`config.mk`:
```
export PLATFORM = sky130hd
export DESIGN_NAME = log_pattern_tokenizer
export DESIGN_NICKNAME = d
export VERILOG_FILES = /design/src/rtl/core/lpt_pkg.sv /design/src/rtl/core/log_pattern_tokenizer.sv
export SDC_FILE = /design/constraint.sdc
export NUM_CORES = 1
export LEC_CHECK = 0
export BUFFER_PORTS_ARGS = -buffer_cell sky130_fd_sc_hd__buf_4
export CAP_MARGIN = 20
export CORE_MARGIN = 5
export CORE_UTILIZATION = 66
export CTS_BUF_LIST = sky130_fd_sc_hd__clkbuf_16
export CTS_CLUSTER_SIZE = 14
export DETAILED_ROUTE_END_ITERATION = 16
export PLACE_DENSITY = 0.87
export SETUP_SLACK_MARGIN = 0.02
export SLEW_MARGIN = 10
export SYNTH_ARGS = -nofsm -noshare
export SYNTH_HDL_FRONTEND = slang
export SYNTH_SLANG_ARGS = --single-unit
```
`constraint.sdc`:
```
create_clock -name clk -period 9.8 [get_ports clk]
set_input_delay 1.96 -clock clk [delete_from_list [all_inputs] [get_ports clk]]
set_output_delay 1.96 -clock clk [all_outputs]
set_load 0.05 [all_outputs]
```
`src/rtl/core/lpt_pkg.sv`:
```
// lpt_pkg: types, constants and transition table of the log pattern tokenizer
// no dependencies; imported by log_pattern_tokenizer
package lpt_pkg;

  localparam int MAX_PATTERN_LEN = 256;
  localparam int POS_W           = $clog2(MAX_PATTERN_LEN + 1);
  localparam int SPAN_W          = 8;
  localparam int SEG_END_W       = 9;
  localparam int CHAR_W          = 8;
  localparam int KIND_W          = 3;
  localparam int S_TDATA_W       = 8;
  localparam int M_TDATA_W       = 32;
  localparam int FIFO_DEPTH      = 4;
  localparam int FIFO_PTR_W      = $clog2(FIFO_DEPTH);
  localparam int FIFO_CNT_W      = $clog2(FIFO_DEPTH + 1);

  localparam logic [CHAR_W-1:0] CH_PCT   = 8'h25;
  localparam logic [CHAR_W-1:0] CH_D     = 8'h64;
  localparam logic [CHAR_W-1:0] CH_OPEN  = 8'h7B;
  localparam logic [CHAR_W-1:0] CH_CLOSE = 8'h7D;

  typedef enum logic [11:0] {
    ST_START          = 12'b0000_0000_0001,
    ST_TEXT_BEGIN     = 12'b0000_0000_0010,
    ST_TEXT_KEEP      = 12'b0000_0000_0100,
    ST_PCT_AFTER_TEXT = 12'b0000_0000_1000,
    ST_SINGLE_PCT     = 12'b0000_0001_0000,
    ST_SPEC           = 12'b0000_0010_0000,
    ST_DOUBLE_PCT     = 12'b0000_0100_0000,
    ST_WAIT_BRACE     = 12'b0000_1000_0000,
    ST_TF_BEGIN       = 12'b0001_0000_0000,
    ST_TF_KEEP        = 12'b0010_0000_0000,
    ST_TF_END         = 12'b0100_0000_0000,
    ST_INVALID        = 12'b1000_0000_0000
  } parse_state_t;

  typedef enum logic [2:0] {
    CL_PCT   = 3'd0,
    CL_D     = 3'd1,
    CL_OPEN  = 3'd2,
    CL_CLOSE = 3'd3,
    CL_OTHER = 3'd4
  } char_class_t;

  typedef enum logic [KIND_W-1:0] {
    TK_TEXT    = 3'd0,
    TK_SPEC    = 3'd1,
    TK_UNKNOWN = 3'd2,
    TK_PERCENT = 3'd3,
    TK_TIME    = 3'd4,
    TK_ERROR   = 3'd5,
    TK_DONE    = 3'd6
  } token_kind_t;

  typedef struct packed {
    token_kind_t              kind;
    logic [SPAN_W-1:0]        seg_begin;
    logic [SEG_END_W-1:0]     seg_end;
    logic [CHAR_W-1:0]        spec_char;
    logic                     run_last;
  } token_t;

  function automatic char_class_t classify(input logic [CHAR_W-1:0] c);
    char_class_t cl;
    case (c)
      CH_PCT:   cl = CL_PCT;
      CH_D:     cl = CL_D;
      CH_OPEN:  cl = CL_OPEN;
      CH_CLOSE: cl = CL_CLOSE;
      default:  cl = CL_OTHER;
    endcase
    return cl;
  endfunction

  function automatic logic known_spec(input logic [CHAR_W-1:0] c);
    return c inside {8'h6D, 8'h63, 8'h4C, 8'h6C, 8'h74, 8'h6E, 8'h66, 8'h54, 8'h52};
  endfunction

  function automatic parse_state_t next_state(input parse_state_t st, input char_class_t cl);
    parse_state_t ns;
    case (st)
      ST_START, ST_SPEC, ST_DOUBLE_PCT, ST_TF_END: begin
        ns = (cl == CL_PCT) ? ST_SINGLE_PCT : ST_TEXT_BEGIN;
      end
      ST_TEXT_BEGIN, ST_TEXT_KEEP: begin
        ns = (cl == CL_PCT) ? ST_PCT_AFTER_TEXT : ST_TEXT_KEEP;
      end
      ST_PCT_AFTER_TEXT, ST_SINGLE_PCT: begin
        case (cl)
          CL_PCT:   ns = ST_DOUBLE_PCT;
          CL_D:     ns = ST_WAIT_BRACE;
          CL_OTHER: ns = ST_SPEC;
          default:  ns = ST_INVALID;
        endcase
      end
      ST_WAIT_BRACE: begin
        ns = (cl == CL_OPEN) ? ST_TF_BEGIN : ST_INVALID;
      end
      ST_TF_BEGIN, ST_TF_KEEP: begin
        ns = (cl == CL_CLOSE) ? ST_TF_END : ST_TF_KEEP;
      end
      default: ns = ST_INVALID;
    endcase
    return ns;
  endfunction

endpackage

```
`src/rtl/core/log_pattern_tokenizer.sv`:
```
// log_pattern_tokenizer: splits a log format pattern, one byte per transfer, into tokens
// depends on lpt_pkg
//
//   channel  dir  tdata                                      tuser       tlast
//   s_*      in   [7:0] ch                                   -           final_char
//   m_*      out  [7:0] seg_begin [16:8] seg_end [24:17]     [2:0] kind  run_last
//                 spec_char, rest zero
//
// one input byte per cycle while s_tready is high; each byte yields zero, one or
// two tokens, computed in the cycle it is taken and held in a four-entry output queue
// the queue drains one token per cycle while m_tready is high; s_tready stays high
// while at least two queue entries are free
// rst is synchronous and clears the parse state, position and queue
module log_pattern_tokenizer (
  input  logic                              clk,
  input  logic                              rst,
  input  logic                              s_tvalid,
  output logic                              s_tready,
  input  logic [lpt_pkg::S_TDATA_W-1:0]     s_tdata,   // [7:0] ch
  input  logic                              s_tlast,   // final_char
  output logic                              m_tvalid,
  input  logic                              m_tready,
  output logic [lpt_pkg::M_TDATA_W-1:0]     m_tdata,   // seg_begin, seg_end, spec_char
  output logic [lpt_pkg::KIND_W-1:0]        m_tuser,   // token_kind
  output logic                              m_tlast    // run_last
);
  import lpt_pkg::*;

  parse_state_t          parse_state, parse_state_next;
  logic [POS_W-1:0]      char_position, char_position_next;
  logic [SPAN_W-1:0]     span_start, span_start_next;

  token_t                fifo_mem [FIFO_DEPTH];
  logic [FIFO_PTR_W-1:0] wr_ptr, rd_ptr;
  logic [FIFO_CNT_W-1:0] fifo_count;

  logic                  in_xfer, out_xfer;
  logic [CHAR_W-1:0]     c;
  logic                  fin;
  logic                  step_valid, fin_valid;
  token_t                step_tok, fin_tok, tok0, tok1;
  parse_state_t          st_mid;
  logic [SPAN_W-1:0]     span_mid;
  logic [POS_W:0]        pos_inc;
  logic [1:0]            push_n;

  assign c        = s_tdata[CHAR_W-1:0];
  assign fin      = s_tlast;
  assign s_tready = (fifo_count <= FIFO_CNT_W'(FIFO_DEPTH - 2));
  assign in_xfer  = s_tvalid && s_tready;
  assign out_xfer = m_tvalid && m_tready;
  assign pos_inc  = {1'b0, char_position} + 1'b1;

  always_comb begin
    st_mid     = parse_state;
    span_mid   = span_start;
    step_valid = 1'b0;
    step_tok   = '{kind: TK_DONE, seg_begin: '0, seg_end: '0, spec_char: '0, run_last: 1'b0};
    if (parse_state == ST_INVALID) begin
      st_mid = ST_INVALID;
    end else if (char_position >= POS_W'(MAX_PATTERN_LEN)) begin
      st_mid        = ST_INVALID;
      step_valid    = 1'b1;
      step_tok.kind = TK_ERROR;
    end else begin
      st_mid = next_state(parse_state, classify(c));
      case (st_mid)
        ST_TEXT_BEGIN, ST_TF_BEGIN: begin
          span_mid = SPAN_W'(char_position);
        end
        ST_PCT_AFTER_TEXT: begin
          step_valid         = 1'b1;
          step_tok.kind      = TK_TEXT;
          step_tok.seg_begin = span_start;
          step_tok.seg_end   = SEG_END_W'(char_position);
          span_mid           = '0;
        end
        ST_SPEC: begin
          step_valid         = 1'b1;
          step_tok.kind      = known_spec(c) ? TK_SPEC : TK_UNKNOWN;
          step_tok.spec_char = c;
        end
        ST_DOUBLE_PCT: begin
          step_valid    = 1'b1;
          step_tok.kind = TK_PERCENT;
        end
        ST_TF_END: begin
          step_valid         = 1'b1;
          step_tok.kind      = TK_TIME;
          step_tok.seg_begin = span_start + 1'b1;
          step_tok.seg_end   = SEG_END_W'(char_position);
          span_mid           = '0;
        end
        ST_INVALID: begin
          step_valid    = 1'b1;
          step_tok.kind = TK_ERROR;
        end
        default: ;
      endcase
    end
  end

  always_comb begin
    fin_valid = fin;
    fin_tok   = '{kind: TK_DONE, seg_begin: '0, seg_end: '0, spec_char: '0, run_last: 1'b1};
    case (st_mid)
      ST_TEXT_BEGIN, ST_TEXT_KEEP: begin
        fin_tok.kind      = TK_TEXT;
        fin_tok.seg_begin = span_mid;
        fin_tok.seg_end   = SEG_END_W'(pos_inc);
      end
      ST_PCT_AFTER_TEXT, ST_SINGLE_PCT, ST_WAIT_BRACE, ST_TF_BEGIN, ST_TF_KEEP: begin
        fin_tok.kind = TK_ERROR;
      end
      default: ;
    endcase
    if (step_valid) begin
      tok0          = step_tok;
      tok0.run_last = !fin_valid;
    end else begin
      tok0 = fin_tok;
    end
    tok1   = fin_tok;
    push_n = in_xfer ? (2'(step_valid) + 2'(fin_valid)) : 2'd0;
  end

  always_comb begin
    parse_state_next   = st_mid;
    span_start_next    = span_mid;
    char_position_next = char_position;
    if (fin) begin
      parse_state_next   = ST_START;
      span_start_next    = '0;
      char_position_next = '0;
    end else if (char_position < POS_W'(MAX_PATTERN_LEN)) begin
      char_position_next = pos_inc[POS_W-1:0];
    end
  end

  always_ff @(posedge clk) begin
    if (rst) begin
      parse_state   <= ST_START;
      char_position <= '0;
      span_start    <= '0;
    end else if (in_xfer) begin
      parse_state   <= parse_state_next;
      char_position <= char_position_next;
      span_start    <= span_start_next;
    end
  end

  // output queue
  always_ff @(posedge clk) begin
    if (push_n != 2'd0) begin
      fifo_mem[wr_ptr] <= tok0;
    end
    if (push_n == 2'd2) begin
      fifo_mem[wr_ptr + 1'b1] <= tok1;
    end
  end

  always_ff @(posedge clk) begin
    if (rst) begin
      wr_ptr     <= '0;
      rd_ptr     <= '0;
      fifo_count <= '0;
    end else begin
      wr_ptr     <= wr_ptr + FIFO_PTR_W'(push_n);
      rd_ptr     <= rd_ptr + FIFO_PTR_W'(out_xfer);
      fifo_count <= fifo_count + FIFO_CNT_W'(push_n) - FIFO_CNT_W'(out_xfer);
    end
  end

  assign m_tvalid = (fifo_count != '0);
  assign m_tuser  = fifo_mem[rd_ptr].kind;
  assign m_tlast  = fifo_mem[rd_ptr].run_last;
  assign m_tdata  = {{(M_TDATA_W - SPAN_W - SEG_END_W - CHAR_W){1'b0}},
                     fifo_mem[rd_ptr].spec_char,
                     fifo_mem[rd_ptr].seg_end,
                     fifo_mem[rd_ptr].seg_begin};

endmodule
```
==> flow_summary.json <==
{
  "grt_use_met3_pct": 7.88,
  "syn_area_mm2": 0.00815,
  "multi_input_area_mm2": 0.00399,
  "finalHoldViolCount": 0,
  "antenna_found_initial": 0,
  "synth_top_area_share_pct": 29.5,
  "clk_pin_slew_ns": 0.07,
  "worstHoldPathCells": 2,
  "worst_r2r_path_depth": 13,
  "post_cts_resized": 0,
  "num_rows": 40,
  "portBuffers": 43,
  "die-area_mm2": 0.0147,
  "fin_util_pct": 75.0,
  "io_pins": 51,
  "mostFrequentLayoutCells": "nand2_1 (91), edfxtp_1 (80), dfxtp_1 (71)",
  "fin_skew_ns": 0.00766,
  "clock-sinks": 152,
  "insertion_delay_ns": 0.43,
  "fillCellCount": 807,
  "r2r_slack_ns": 4.59,
  "drt_wl_total_mm": 22.8,
  "worstMarginPinSlew_ns": 0.929,
  "drv_slew": 0,
  "crit_start": "s_tdata[3]",
  "fin_crit_ns": 6.41,
  "area_growth_pct": 11.0,
  "final_common_cell": "nand2_1",
  "layout-drive-gt1-share_pct": 18.4,
  "timing.final.crit_share_pct": 65.4,
  "grt_util_met2_pct": 50.8,
  "synth-edff-count": 80,
  "ant_nets": 0,
  "grt_overflow": 0,
  "vias": 6995,
  "die_y_um": 121,
  "avgSynthCellArea_um2": 10.2,
  "synth_ff_type": "edfxtp_1",
  "grt_pass1_wl_mm": 36.2,
  "setup_viol_count_final": 0,
  "busiest_layer": "met2",
  "yosys_warnings": 0,
  "drcViolationCount": 0,
  "hold_class": "reg2reg",
  "seqCellArea_mm2": 0.00384,
  "crit_type": "in2reg",
  "setup_slack_ns": 3.39,
  "cts_buffer_depth": 2,
  "first_global_vias": 6652,
  "n_antenna_cell": 0,
  "gp_congestion": 0.971,
  "die_w_um": 121,
  "synthAdderAreaFrac_pct": 1.63,
  "synth.mux.area_fraction_pct": 9.61,
  "post_cts_buffers": 0,
  "timing.rr.start": "parse_state[6]$_SDFFE_PP0P_",
  "clk_root_buffer_cell": "clkbuf_16",
  "drt_iter0_drc": 1142,
  "cap_violations": 0,
  "yosys-top-cells-area": "edfxtp_1 (29%), dfxtp_1 (18%), mux4_2 (8.0%), nand2_1 (4.2%), o22ai_1 (3.5%)",
  "grt.total_usage_pct": 32.3,
  "whs_ns": 0.459,
  "wl_per_cell_um": 22.8,
  "cts_hold_buffers": 0,
  "cp.required_ns": 9.98,
  "grt_max_degree": 31,
  "fin_setup_tns_ns": 0,
  "synth-simple-area-share_pct": 19.6,
  "cp.arrival_ns": 6.59,
  "fmax_mhz": 156,
  "yosys.area.top_type": "edfxtp_1",
  "crit_fanout": 19,
  "dpl.hpwl_mm": 15.7,
  "h-tree-depth": 4,
  "use_met1_pct": 43.9,
  "r2r_end": "fifo_mem[2][13]$_DFFE_PP_",
  "synth_top_family_by_area": "simple AND/OR/NAND/NOR gates",
  "slew_headroom_pct": 37.2,
  "synth_cell_type_count": 76,
  "numCtsBuffers": 17,
  "syn_inst": 802,
  "status": "finished, final reports clean",
  "worstSetupStartpointType": "input pin",
  "endpoint_kind": "flop",
  "dp.cells": 967,
  "min_from": "fifo_mem[3][4]$_SDFFE_PP0N_",
  "synthXorXnorAreaFrac_pct": 1.50,
  "layout.nets": 842,
  "power.density_mw_per_mm2": 226,
  "rsz0062_at_grt": "no",
  "synth_compound_area_share_pct": 16.3,
  "firstDrtPassIters": 6,
  "leakagePower_nw": 3.06,
  "cts_tree": "yes",
  "synth-seq-cells": 152,
  "synthArstFlopShare_pct": 0,
  "viasPerCell": 7.00,
  "initial_core_util_pct": 67.6,
  "dp_slack_ns": 3.06,
  "ir_worst_vdd_v": 0.000181,
  "instances_no_fill": 1000,
  "yosysSeqAreaShare_pct": 47.2,
  "holdPathEnd": "fifo_mem[3][4]$_SDFFE_PP0N_",
  "core_mm2": 0.0121
}
synthesized netlist by cell type (7+ instances only):
master    instances
inv_1            13
ha_1              9
edfxtp_1         80
buf_1             7
or2_2             7
xnor2_1          11
mux4_2           29
nor3_1           21
nor4_1            8
a22o_1            8
nand3_1          32
and3_1            8
buf_4             7
nor2_1           59
mux2i_1          13
or3_1             9
dfxtp_1          72
o22ai_1          45
nand4_1           7
nand2b_1          8
a21oi_1          50
nand2_1          91
clkbuf_1         37
o21ai_0          52
a22oi_1           8
worst max-delay path, cell delays in order:
cell and delay, ns:
buf_4 0.13, or3b_1 0.42, nor4_1 0.60, nand2_1 0.30
and3_1 0.26, a31oi_1 0.17, ha_1 0.33, o211ai_1 0.46
or2_2 0.38, and2_1 0.49, or3_1 0.65, o22ai_1 0.21
a21o_1 0.23
final cells by class:
cell class / instances / share of cell area, %
inverter: 14 / 0.581
clock buffer: 19 / 5.26
timing repair buffer: 51 / 4.23
sequential: 152 / 42.5
clock inverter: 13 / 0.982
multi-input combinational: 583 / 44.1
tap: 168 / 2.32
stage by stage:
stage	power [mW]	instance area, um^2
after floorplan	1.25	8170
after global placement	1.41	8480
after detailed placement	1.42	8480
after CTS	2.04	9040
after global routing	2.12	9050
final	2.05	9050
where the power goes:
group	internal (mW)	leakage, nW	switching (mW)
clock	0.355	0.286	0.271
sequential	0.729	1.31	0.0480
combinational	0.213	1.46	0.432
state kept, by name (all words and copies together) (netlist names):
register       count
char_position      9
fifo_count         3
fifo_mem         116
parse_state       12
rd_ptr             2
span_start         8
wr_ptr             2
worst max-delay path by stage:
stage                                endpoint  slack [ns]  cells after the start
CTS                 fifo_mem[2][13]$_DFFE_PP_        3.51                     13
floorplan           fifo_mem[3][19]$_DFFE_PP_        4.10                     14
global route        fifo_mem[2][13]$_DFFE_PP_        3.19                     13
global placement    fifo_mem[1][24]$_DFFE_PP_        3.45                     13
finish              fifo_mem[2][13]$_DFFE_PP_        3.39                     13
detailed placement  fifo_mem[2][11]$_DFFE_PP_        3.06                     13
kinds of logic after synthesis:
family,count (synthesis)
compound gates,209
xor+xnor,14
fa+ha+maj,10
buf+inv,73
flops,152
mux,42
other cells,1
simple gates,301
per-layer routing:
metal / vias up / wire length [um]
li1: 3061 / -
met1: 3329 / 8870
met2: 522 / 10800
met3: 83 / 2410
met4: 0 / 761
met5: - / 0
Power figures use the tool's default switching activity.
